$ cat src/hks_pkg.sv
// ---------------------------------------------------------------------------
// hks_pkg
// Shared types and constants for the homography Kalman smoother.
// ---------------------------------------------------------------------------
package hks_pkg;

  localparam int N_ENTRY   = 9;
  localparam int IDX_W     = $clog2(N_ENTRY);
  localparam int DATA_W    = 32;
  localparam int REG_W     = 24;
  localparam int CFG_IDX_W = 2;
  localparam int FRAC_W    = 16;
  localparam int GAIN_W    = FRAC_W + 1;

  localparam logic [GAIN_W-1:0] ONE_Q16 = GAIN_W'(1 << FRAC_W);

  localparam logic [REG_W-1:0] PROCESS_NOISE_RST      = REG_W'(655);
  localparam logic [REG_W-1:0] MEASUREMENT_NOISE_RST  = REG_W'(6554);
  localparam logic [REG_W-1:0] INITIAL_COVARIANCE_RST = REG_W'(65536);

  // shared divider: 4 quotient bits per cycle
  localparam int DIV_DVD_W  = 52;
  localparam int DIV_DVS_W  = DATA_W + 1;
  localparam int DIV_STEP   = 4;
  localparam int DIV_ITER   = DIV_DVD_W / DIV_STEP;
  localparam int DIV_CNT_W  = $clog2(DIV_ITER);

  // shared multiplier
  localparam int MUL_A_W = DATA_W + 2;
  localparam int MUL_B_W = GAIN_W + 1;
  localparam int MUL_P_W = MUL_A_W + MUL_B_W;

  typedef enum logic [CFG_IDX_W-1:0] {
    REG_PROCESS_NOISE      = 2'd0,
    REG_MEASUREMENT_NOISE  = 2'd1,
    REG_INITIAL_COVARIANCE = 2'd2
  } reg_idx_t;

  typedef enum logic [3:0] {
    ST_IDLE,
    ST_PRED,
    ST_GAIN,
    ST_GDIV,
    ST_NORM,
    ST_NDIV,
    ST_UMUL,
    ST_UWB,
    ST_CMUL,
    ST_CWB,
    ST_FRD,
    ST_FCAP,
    ST_DONE
  } state_t;

endpackage

$ cat src/hks_ram.sv
// ---------------------------------------------------------------------------
// hks_ram
// Generic simple dual-port RAM, one write port, one registered read port.
// ---------------------------------------------------------------------------
module hks_ram #(
  parameter int WIDTH = 32,
  parameter int DEPTH = 16
) (
  input  logic                     clk,
  input  logic                     we,
  input  logic [$clog2(DEPTH)-1:0] waddr,
  input  logic [WIDTH-1:0]         wdata,
  input  logic [$clog2(DEPTH)-1:0] raddr,
  output logic [WIDTH-1:0]         rdata
);

  logic [WIDTH-1:0] mem [DEPTH];

  always_ff @(posedge clk) begin
    if (we) begin
      mem[waddr] <= wdata;
    end
    rdata <= mem[raddr];
  end

endmodule

$ cat src/hks_div.sv
// ---------------------------------------------------------------------------
// hks_div
// Unsigned restoring divider, several quotient bits per cycle.
// ---------------------------------------------------------------------------
module hks_div import hks_pkg::*; (
  input  logic                 clk,
  input  logic                 rst,
  input  logic                 start,
  input  logic [DIV_DVD_W-1:0] dividend,
  input  logic [DIV_DVS_W-1:0] divisor,
  output logic                 done,
  output logic [DIV_DVD_W-1:0] quotient
);

  localparam logic [DIV_CNT_W-1:0] CNT_LAST = DIV_CNT_W'(DIV_ITER - 1);

  logic                 busy;
  logic [DIV_CNT_W-1:0] cnt;
  logic [DIV_DVS_W:0]   rem;
  logic [DIV_DVD_W-1:0] quo;
  logic [DIV_DVS_W-1:0] dvs;
  logic [DIV_DVS_W:0]   rem_next;
  logic [DIV_DVD_W-1:0] quo_next;

  always_comb begin
    rem_next = rem;
    quo_next = quo;
    for (int k = 0; k < DIV_STEP; k++) begin
      rem_next = {rem_next[DIV_DVS_W-1:0], quo_next[DIV_DVD_W-1]};
      quo_next = {quo_next[DIV_DVD_W-2:0], 1'b0};
      if (rem_next >= {1'b0, dvs}) begin
        rem_next    = rem_next - {1'b0, dvs};
        quo_next[0] = 1'b1;
      end
    end
  end

  always_ff @(posedge clk) begin
    if (rst) begin
      busy <= 1'b0;
      done <= 1'b0;
      cnt  <= '0;
    end else begin
      done <= 1'b0;
      if (start) begin
        busy <= 1'b1;
        cnt  <= '0;
      end else if (busy) begin
        cnt <= cnt + 1'b1;
        if (cnt == CNT_LAST) begin
          busy <= 1'b0;
          done <= 1'b1;
        end
      end
    end
  end

  always_ff @(posedge clk) begin
    if (start) begin
      rem <= '0;
      quo <= dividend;
      dvs <= divisor;
    end else if (busy) begin
      rem <= rem_next;
      quo <= quo_next;
    end
  end

  assign quotient = quo;

  a_no_restart: assert property (@(posedge clk) disable iff (rst)
    start |-> !busy)
    else $error("divider restarted while busy");

  a_done_after_busy: assert property (@(posedge clk) disable iff (rst)
    done |-> $past(busy) && !busy)
    else $error("divider done without a finished run");

  a_cnt_range: assert property (@(posedge clk) disable iff (rst)
    busy |-> cnt <= CNT_LAST)
    else $error("divider step count out of range");

endmodule

$ cat src/homography_kalman_smoother.sv
// ---------------------------------------------------------------------------
// homography_kalman_smoother
// Normalizes a Q16.16 homography by h22 and smooths all nine entries with
// one shared random-walk Kalman covariance.
// The shared divider computes the gain and then each of the nine entries;
// a zero h22 skips it. A new beat is taken only in idle, once the previous
// result has been loaded into the output register.
// The estimate lives in a 9-entry RAM; the next beat is taken while a result
// waits in the output register.
// Reset: registers to defaults, primed cleared (next estimate seeds from input).
// ---------------------------------------------------------------------------
module homography_kalman_smoother import hks_pkg::*; (
  input  logic                     clk,
  input  logic                     rst,
  input  logic                     cfg_write,
  input  logic [CFG_IDX_W-1:0]     cfg_index,
  input  logic [REG_W-1:0]         cfg_data,
  input  logic                     in_valid,
  output logic                     in_ready,
  input  logic signed [DATA_W-1:0] h00,
  input  logic signed [DATA_W-1:0] h01,
  input  logic signed [DATA_W-1:0] h02,
  input  logic signed [DATA_W-1:0] h10,
  input  logic signed [DATA_W-1:0] h11,
  input  logic signed [DATA_W-1:0] h12,
  input  logic signed [DATA_W-1:0] h20,
  input  logic signed [DATA_W-1:0] h21,
  input  logic signed [DATA_W-1:0] h22,
  output logic                     out_valid,
  input  logic                     out_ready,
  output logic signed [DATA_W-1:0] s00,
  output logic signed [DATA_W-1:0] s01,
  output logic signed [DATA_W-1:0] s02,
  output logic signed [DATA_W-1:0] s10,
  output logic signed [DATA_W-1:0] s11,
  output logic signed [DATA_W-1:0] s12,
  output logic signed [DATA_W-1:0] s20,
  output logic signed [DATA_W-1:0] s21,
  output logic signed [DATA_W-1:0] s22,
  output logic                     divide_fault
);

  localparam logic [IDX_W-1:0]  IDX_LAST = IDX_W'(N_ENTRY - 1);
  localparam int                SUM_W    = MUL_P_W - FRAC_W + 1;
  localparam logic [DATA_W-1:0] INT_MAX  = {1'b0, {(DATA_W-1){1'b1}}};
  localparam logic [DATA_W-1:0] INT_MIN  = {1'b1, {(DATA_W-1){1'b0}}};

  function automatic logic [DATA_W-1:0] mag(input logic [DATA_W-1:0] v);
    mag = v[DATA_W-1] ? (~v + DATA_W'(1)) : v;
  endfunction

  logic [REG_W-1:0] process_noise;
  logic [REG_W-1:0] measurement_noise;
  logic [REG_W-1:0] initial_covariance;

  state_t state, state_next;

  logic [DATA_W-1:0]        h [N_ENTRY];
  logic [IDX_W-1:0]         idx;
  logic                     primed;
  logic [DATA_W-1:0]        cov;
  logic [DATA_W-1:0]        p;
  logic [DATA_W:0]          den;
  logic [GAIN_W-1:0]        gain;
  logic signed [DATA_W-1:0] m_val;
  logic signed [DATA_W-1:0] e_val;
  logic signed [MUL_P_W-1:0] prod;
  logic [DATA_W-1:0]        res [N_ENTRY];
  logic                     res_fault;
  logic [DATA_W-1:0]        out_q [N_ENTRY];
  logic                     out_fault;

  // control
  logic accept;
  logic load;
  logic div_start;
  logic ram_we;

  // datapath
  logic [DATA_W-1:0]        p_base;
  logic [DATA_W:0]          p_sum;
  logic [DATA_W-1:0]        p_sat;
  logic [DATA_W:0]          den_next;
  logic [DATA_W-1:0]        mag_h;
  logic [DATA_W-1:0]        mag_d;
  logic [DIV_DVD_W-1:0]     div_dividend;
  logic [DIV_DVS_W-1:0]     div_divisor;
  logic                     div_done;
  logic [DIV_DVD_W-1:0]     div_quo;
  logic                     neg;
  logic [DATA_W-1:0]        m_div;
  logic [GAIN_W-1:0]        gain_div;
  logic signed [DATA_W:0]   diff;
  logic signed [MUL_A_W-1:0] mul_a;
  logic signed [MUL_B_W-1:0] mul_b;
  logic signed [MUL_P_W-1:0] rnd;
  logic signed [SUM_W-1:0]  sum;
  logic [DATA_W-1:0]        e_new;
  logic [DATA_W-1:0]        rdata;

  // configuration
  always_ff @(posedge clk) begin
    if (rst) begin
      process_noise      <= PROCESS_NOISE_RST;
      measurement_noise  <= MEASUREMENT_NOISE_RST;
      initial_covariance <= INITIAL_COVARIANCE_RST;
    end else if (cfg_write) begin
      unique case (cfg_index)
        REG_PROCESS_NOISE:      process_noise      <= cfg_data;
        REG_MEASUREMENT_NOISE:  measurement_noise  <= cfg_data;
        REG_INITIAL_COVARIANCE: initial_covariance <= cfg_data;
        default: ;
      endcase
    end
  end

  // covariance prediction
  assign p_base   = primed ? cov : DATA_W'(initial_covariance);
  assign p_sum    = {1'b0, p_base} + (DATA_W+1)'(process_noise);
  assign p_sat    = p_sum[DATA_W] ? '1 : p_sum[DATA_W-1:0];
  assign den_next = {1'b0, p_sat} + (DATA_W+1)'(measurement_noise);

  // divider operands
  assign mag_h = mag(h[idx]);
  assign mag_d = mag(h[N_ENTRY-1]);

  always_comb begin
    if (state == ST_GAIN) begin
      div_dividend = DIV_DVD_W'({p, {FRAC_W{1'b0}}}) + DIV_DVD_W'(den >> 1);
      div_divisor  = den;
    end else begin
      div_dividend = DIV_DVD_W'({mag_h, {FRAC_W{1'b0}}}) + DIV_DVD_W'(mag_d >> 1);
      div_divisor  = {1'b0, mag_d};
    end
  end

  hks_div u_div (
    .clk      (clk),
    .rst      (rst),
    .start    (div_start),
    .dividend (div_dividend),
    .divisor  (div_divisor),
    .done     (div_done),
    .quotient (div_quo)
  );

  // signed, saturated normalized entry and clamped gain
  assign neg = h[idx][DATA_W-1] ^ h[N_ENTRY-1][DATA_W-1];

  always_comb begin
    if (neg) begin
      m_div = (div_quo > DIV_DVD_W'(INT_MIN)) ? INT_MIN : (~div_quo[DATA_W-1:0] + DATA_W'(1));
    end else begin
      m_div = (div_quo > DIV_DVD_W'(INT_MAX)) ? INT_MAX : div_quo[DATA_W-1:0];
    end
    gain_div = (div_quo > DIV_DVD_W'(ONE_Q16)) ? ONE_Q16 : div_quo[GAIN_W-1:0];
  end

  // shared multiplier
  assign diff = {m_val[DATA_W-1], m_val} - {e_val[DATA_W-1], e_val};

  always_comb begin
    if (state == ST_CMUL) begin
      mul_a = {2'b00, p};
      mul_b = {1'b0, ONE_Q16 - gain};
    end else begin
      mul_a = {diff[DATA_W], diff};
      mul_b = {1'b0, gain};
    end
  end

  assign rnd = prod + MUL_P_W'(1 << (FRAC_W - 1));
  assign sum = {{(SUM_W-DATA_W){e_val[DATA_W-1]}}, e_val}
             + {rnd[MUL_P_W-1], rnd[MUL_P_W-1:FRAC_W]};

  always_comb begin
    if (sum[SUM_W-1:DATA_W-1] != {(SUM_W-DATA_W+1){sum[DATA_W-1]}}) begin
      e_new = sum[SUM_W-1] ? INT_MIN : INT_MAX;
    end else begin
      e_new = sum[DATA_W-1:0];
    end
  end

  // estimate store
  hks_ram #(
    .WIDTH (DATA_W),
    .DEPTH (N_ENTRY)
  ) u_est_ram (
    .clk   (clk),
    .we    (ram_we),
    .waddr (idx),
    .wdata (e_new),
    .raddr (idx),
    .rdata (rdata)
  );

  // sequencer
  always_ff @(posedge clk) begin
    if (rst) begin
      state <= ST_IDLE;
    end else begin
      state <= state_next;
    end
  end

  always_comb begin
    state_next = state;
    in_ready   = 1'b0;
    div_start  = 1'b0;
    ram_we     = 1'b0;
    load       = 1'b0;
    unique case (state)
      ST_IDLE: begin
        in_ready = 1'b1;
        if (in_valid) begin
          state_next = (h22 == '0) ? ST_FRD : ST_PRED;
        end
      end
      ST_PRED: state_next = ST_GAIN;
      ST_GAIN: begin
        if (den == '0) begin
          state_next = ST_NORM;
        end else begin
          div_start  = 1'b1;
          state_next = ST_GDIV;
        end
      end
      ST_GDIV: begin
        if (div_done) begin
          state_next = ST_NORM;
        end
      end
      ST_NORM: begin
        div_start  = 1'b1;
        state_next = ST_NDIV;
      end
      ST_NDIV: begin
        if (div_done) begin
          state_next = ST_UMUL;
        end
      end
      ST_UMUL: state_next = ST_UWB;
      ST_UWB: begin
        ram_we     = 1'b1;
        state_next = (idx == IDX_LAST) ? ST_CMUL : ST_NORM;
      end
      ST_CMUL: state_next = ST_CWB;
      ST_CWB:  state_next = ST_DONE;
      ST_FRD:  state_next = ST_FCAP;
      ST_FCAP: state_next = (idx == IDX_LAST) ? ST_DONE : ST_FRD;
      ST_DONE: begin
        if (!out_valid || out_ready) begin
          load       = 1'b1;
          state_next = ST_IDLE;
        end
      end
      default: state_next = ST_IDLE;
    endcase
  end

  assign accept = in_valid && in_ready;

  // control registers
  always_ff @(posedge clk) begin
    if (rst) begin
      idx       <= '0;
      primed    <= 1'b0;
      out_valid <= 1'b0;
    end else begin
      if (accept) begin
        idx <= '0;
      end else if (state == ST_UWB || state == ST_FCAP) begin
        idx <= (idx == IDX_LAST) ? '0 : idx + 1'b1;
      end
      if (state == ST_CWB) begin
        primed <= 1'b1;
      end
      if (load) begin
        out_valid <= 1'b1;
      end else if (out_ready) begin
        out_valid <= 1'b0;
      end
    end
  end

  // datapath registers
  always_ff @(posedge clk) begin
    if (accept) begin
      h[0]      <= h00;
      h[1]      <= h01;
      h[2]      <= h02;
      h[3]      <= h10;
      h[4]      <= h11;
      h[5]      <= h12;
      h[6]      <= h20;
      h[7]      <= h21;
      h[8]      <= h22;
      res_fault <= (h22 == '0);
    end
    if (state == ST_PRED) begin
      p   <= p_sat;
      den <= den_next;
    end
    if (state == ST_GAIN && den == '0) begin
      gain <= '0;
    end else if (state == ST_GDIV && div_done) begin
      gain <= gain_div;
    end
    if (state == ST_NDIV && div_done) begin
      m_val <= m_div;
      e_val <= primed ? rdata : m_div;
    end
    if (state == ST_UMUL || state == ST_CMUL) begin
      prod <= mul_a * mul_b;
    end
    if (state == ST_UWB) begin
      res[idx] <= e_new;
    end
    if (state == ST_FCAP) begin
      res[idx] <= primed ? rdata : '0;
    end
    if (state == ST_CWB) begin
      cov <= rnd[FRAC_W+DATA_W-1:FRAC_W];
    end
    if (load) begin
      out_q     <= res;
      out_fault <= res_fault;
    end
  end

  assign s00          = out_q[0];
  assign s01          = out_q[1];
  assign s02          = out_q[2];
  assign s10          = out_q[3];
  assign s11          = out_q[4];
  assign s12          = out_q[5];
  assign s20          = out_q[6];
  assign s21          = out_q[7];
  assign s22          = out_q[8];
  assign divide_fault = out_fault;

  a_primed_at_cov_wb: assert property (@(posedge clk) disable iff (rst)
    $rose(primed) |-> $past(state) == ST_CWB)
    else $error("primed set outside covariance write-back");

  a_ram_idx_range: assert property (@(posedge clk) disable iff (rst)
    ram_we |-> idx <= IDX_LAST)
    else $error("estimate write out of range");

  a_gain_bound: assert property (@(posedge clk) disable iff (rst)
    (state == ST_NORM) |-> gain <= ONE_Q16)
    else $error("gain above one");

  a_result_hold: assert property (@(posedge clk) disable iff (rst)
    (state == ST_DONE && out_valid && !out_ready) |=> state == ST_DONE)
    else $error("result overwritten while output beat pending");

endmodule
$ cat config.mk
export PLATFORM = sky130hd
export DESIGN_NAME = homography_kalman_smoother
export DESIGN_NICKNAME = d
export VERILOG_FILES = /design/src/hks_pkg.sv /design/src/hks_ram.sv /design/src/hks_div.sv /design/src/homography_kalman_smoother.sv
export SDC_FILE = /design/constraint.sdc
export NUM_CORES = 2
export LEC_CHECK = 0
export ABC_AREA = 1
export BUFFER_PORTS_ARGS = -buffer_cell sky130_fd_sc_hd__buf_2
export CAP_MARGIN = 20
export CELL_PAD_IN_SITES_DETAIL_PLACEMENT = 1
export CELL_PAD_IN_SITES_GLOBAL_PLACEMENT = 1
export CORE_ASPECT_RATIO = 1.75
export CORE_UTILIZATION = 49
export CTS_BUF_LIST = sky130_fd_sc_hd__clkbuf_8
export CTS_CLUSTER_SIZE = 40
export DETAILED_ROUTE_END_ITERATION = 10
export GPL_TIMING_DRIVEN = 0
export PLACE_DENSITY = 0.8
export REMOVE_ABC_BUFFERS = 1
export SLEW_MARGIN = 20
export SYNTH_ARGS = -nofsm -noshare
export SYNTH_HDL_FRONTEND = slang
export SYNTH_SLANG_ARGS = --single-unit
$ cat constraint.sdc
create_clock -name clk -period 24.2 [get_ports clk]
set_clock_uncertainty 0.2 [all_clocks]
set_input_delay 1.21 -clock clk [delete_from_list [all_inputs] [get_ports clk]]
set_output_delay 1.21 -clock clk [all_outputs]
set_load 0.005 [all_outputs]
==> flow_summary.json <==
{
  "postCtsHoldBufs": 0,
  "p_leak_uw": 0.0486,
  "drt_iter0_markers": 6636,
  "synth_edf_count": 1149,
  "place_area_mm2": 0.109,
  "grt_pass1_vias": 97500,
  "cts-htree-levels": 4,
  "ys_seq_area_frac": 0.434,
  "p_seq_frac": 0.234,
  "cp-start-kind": "register",
  "start_util": 0.494,
  "core-area_mm2": 0.204,
  "overflow": 0,
  "hold_path_class": "in2reg",
  "syn_area_mm2": 0.101,
  "clock.fmax_mhz": 67.9,
  "synthCells": 11400,
  "grtUsageMet2": 0.691,
  "clkSlewWorstSetupHoldPaths_ps": 90,
  "post_cts_buffers": 0,
  "ys_seq_elements": 1611,
  "finalMaxSlewViolations": 0,
  "met3_usage": 0.0793,
  "clock_sinks": 1611,
  "antenna_left": 0,
  "grt_max_degree": 117,
  "yosys_warnings": 0,
  "die_y_um": 602,
  "antenna_found_initial": 92,
  "grt_setup_unrepaired": "false",
  "reg2regPathDepth": 61,
  "crit_path_frequent_cell": "nand2_1",
  "vias_per_cell": 5.99,
  "final_common_cell": "nand2_1",
  "wire_per_inst_um": 28.0,
  "critical_path.max_fanout": 46,
  "max-vdd-ir-drop_mv": 0.348,
  "gp_congestion": 1.00,
  "switching_share": 0.509,
  "drtPass1Iterations": 6,
  "async_flop_share": 0,
  "hpwl_um": 319000,
  "yosysTopAreaCell": "edfxtp_1",
  "syn2layout_area_growth_pct": 12.7,
  "outcome": "finished clean",
  "switching_power_uw": 7850,
  "ys.flop_type": "edfxtp_1",
  "crit_path_end_kind": "register",
  "grt_busiest_layer": "met2",
  "via_count": 89400,
  "drc_errors": 0,
  "cp_slowest_cell": "o21ai_0",
  "cpPeakStageDelay_ps": 910,
  "power.total_uw": 15400,
  "ys_types": 72,
  "maxSlewHeadroom": 0.112,
  "ios": 610,
  "post-route-util": 0.557,
  "die_w_um": 345,
  "cp.required_ps": 24900,
  "synth_top_cell_area_share": 0.343,
  "clk_path_buf_depth": 4,
  "drt_wl_total_um": 417000,
  "worstSkewPairLatency_ps": 1070,
  "cts_buffers": 237,
  "drive_gt1_frac": 0.113,
  "syn_avg_cell_area_um2": 8.82,
  "die_area_mm2": 0.207,
  "cts_root_buffer": "clkbuf_8",
  "crit_type": "reg2reg",
  "grt_pass1_wl_um": 607000,
  "cts_tree": "built",
  "track_usage": 0.396,
  "cts.repair.resized": 0,
  "p_per_area_mw_per_mm2": 136,
  "post-route-period-util": 0.608,
  "synth_area_leaders": "edfxtp_1, fa_1, dfxtp_1",
  "hold_viol": 0,
  "worst_ep_arrival_time_ps": 15420,
  "combPwrFrac": 0.618,
  "clockPowerShare": 0.148,
  "intPower_uw": 7560,
  "setup_viol": 0,
  "finalInstanceArea_mm2": 0.114,
  "fp-row-count": 219,
  "max-cap-violations": 0,
  "tightest_slew_ps": 1320,
  "use_met1": 0.400,
  "layout.nets": 13300,
  "numPortBuffers": 609,
  "fin_crit_ps": 14720,
  "hold_depth": 1,
  "mostFrequentLayoutCells": "nand2_1, inv_1, nor2_1"
}
cell type report:
| class | count | area (um2) |
|---|---|---|
| Inverter | 1501 | 5670 |
| Clock buffer | 273 | 3760 |
| Multi-Input combinational cell | 7869 | 49900 |
| Clock inverter | 165 | 932 |
| Tap cell | 2652 | 3320 |
| Antenna cell | 80 | 200 |
| Sequential cell | 1611 | 43800 |
| Fill cell | 23900 | 90300 |
| Timing Repair Buffer | 776 | 5980 |
logic make-up after synthesis:
family / share of synthesized area
simple gates: 0.182
fa+ha+maj: 0.160
buf+inv: 0.0750
flops: 0.434
xor+xnor: 0.0338
compound gates: 0.116
sequential cells by signal (all words and copies together) (netlist names), 33 cells and up, named ones only:
| signal | flops |
|---|---|
| u_est_ram.mem | 288 |
| h | 288 |
| den | 33 |
| u_div.quotient | 52 |
| u_div.rem | 33 |
| prod | 37 |
| u_div.dvs | 33 |
| res | 288 |
critical path, delay by kind of cell (launching register included):
family	cells	cell delay, ps
buf+inv	7	1580
fa+ha+maj	4	1290
simple gates	34	6270
compound gates	16	4680
flops	1	520
through the flow:
stage	setup WS [ps]	setup TNS (ps)	hold WS, ps	cells
6_report	9480	0	110	14900
4_1_cts	9600	0	90.5	14800
2_1_floorplan	2000	0	200	11000
3_5_place_dp	9650	0	215	14400
5_1_grt	8510	0	111	14900
3_3_place_gp	-8870	-2551790	210	14200
worst paths after layout:
kind / start / to / slack [ps]
worst max register to register: u_div.dvs[1] / u_div.rem[29] / 9480
worst min register to register: res[275] / s00[19] / 190
worst min-delay path: h02[20] / h[2][20] / 110
worst max-delay path: u_div.dvs[1] / u_div.rem[29] / 9480
synth_stat cells (all sizes together), types with 151 or more instances:
library cell	number
inv	1460
ha	408
nand2	2263
fa	548
nor2	1283
clkbuf	330
xnor2	151
dfxtp	462
xor2	235
nand3	583
edfxtp	1149
o21ai	836
a21oi	877
power groups by stage:
stage	logic, uW	registers, uW	clock network [uW]
final	9520	3610	2280
after global routing	10400	3620	2380
after CTS	9380	3590	2280
after detailed placement	9310	3650	0
after global placement	8900	3750	0
after floorplan	6410	3580	0
layer usage:
layer | vias to the layer above | wire length, um
met5 | - | 208
met4 | 36 | 41500
met3 | 1725 | 29400
met2 | 4027 | 209000
met1 | 44700 | 137000
li1 | 38900 | -
(Power assumes the default switching activity.)
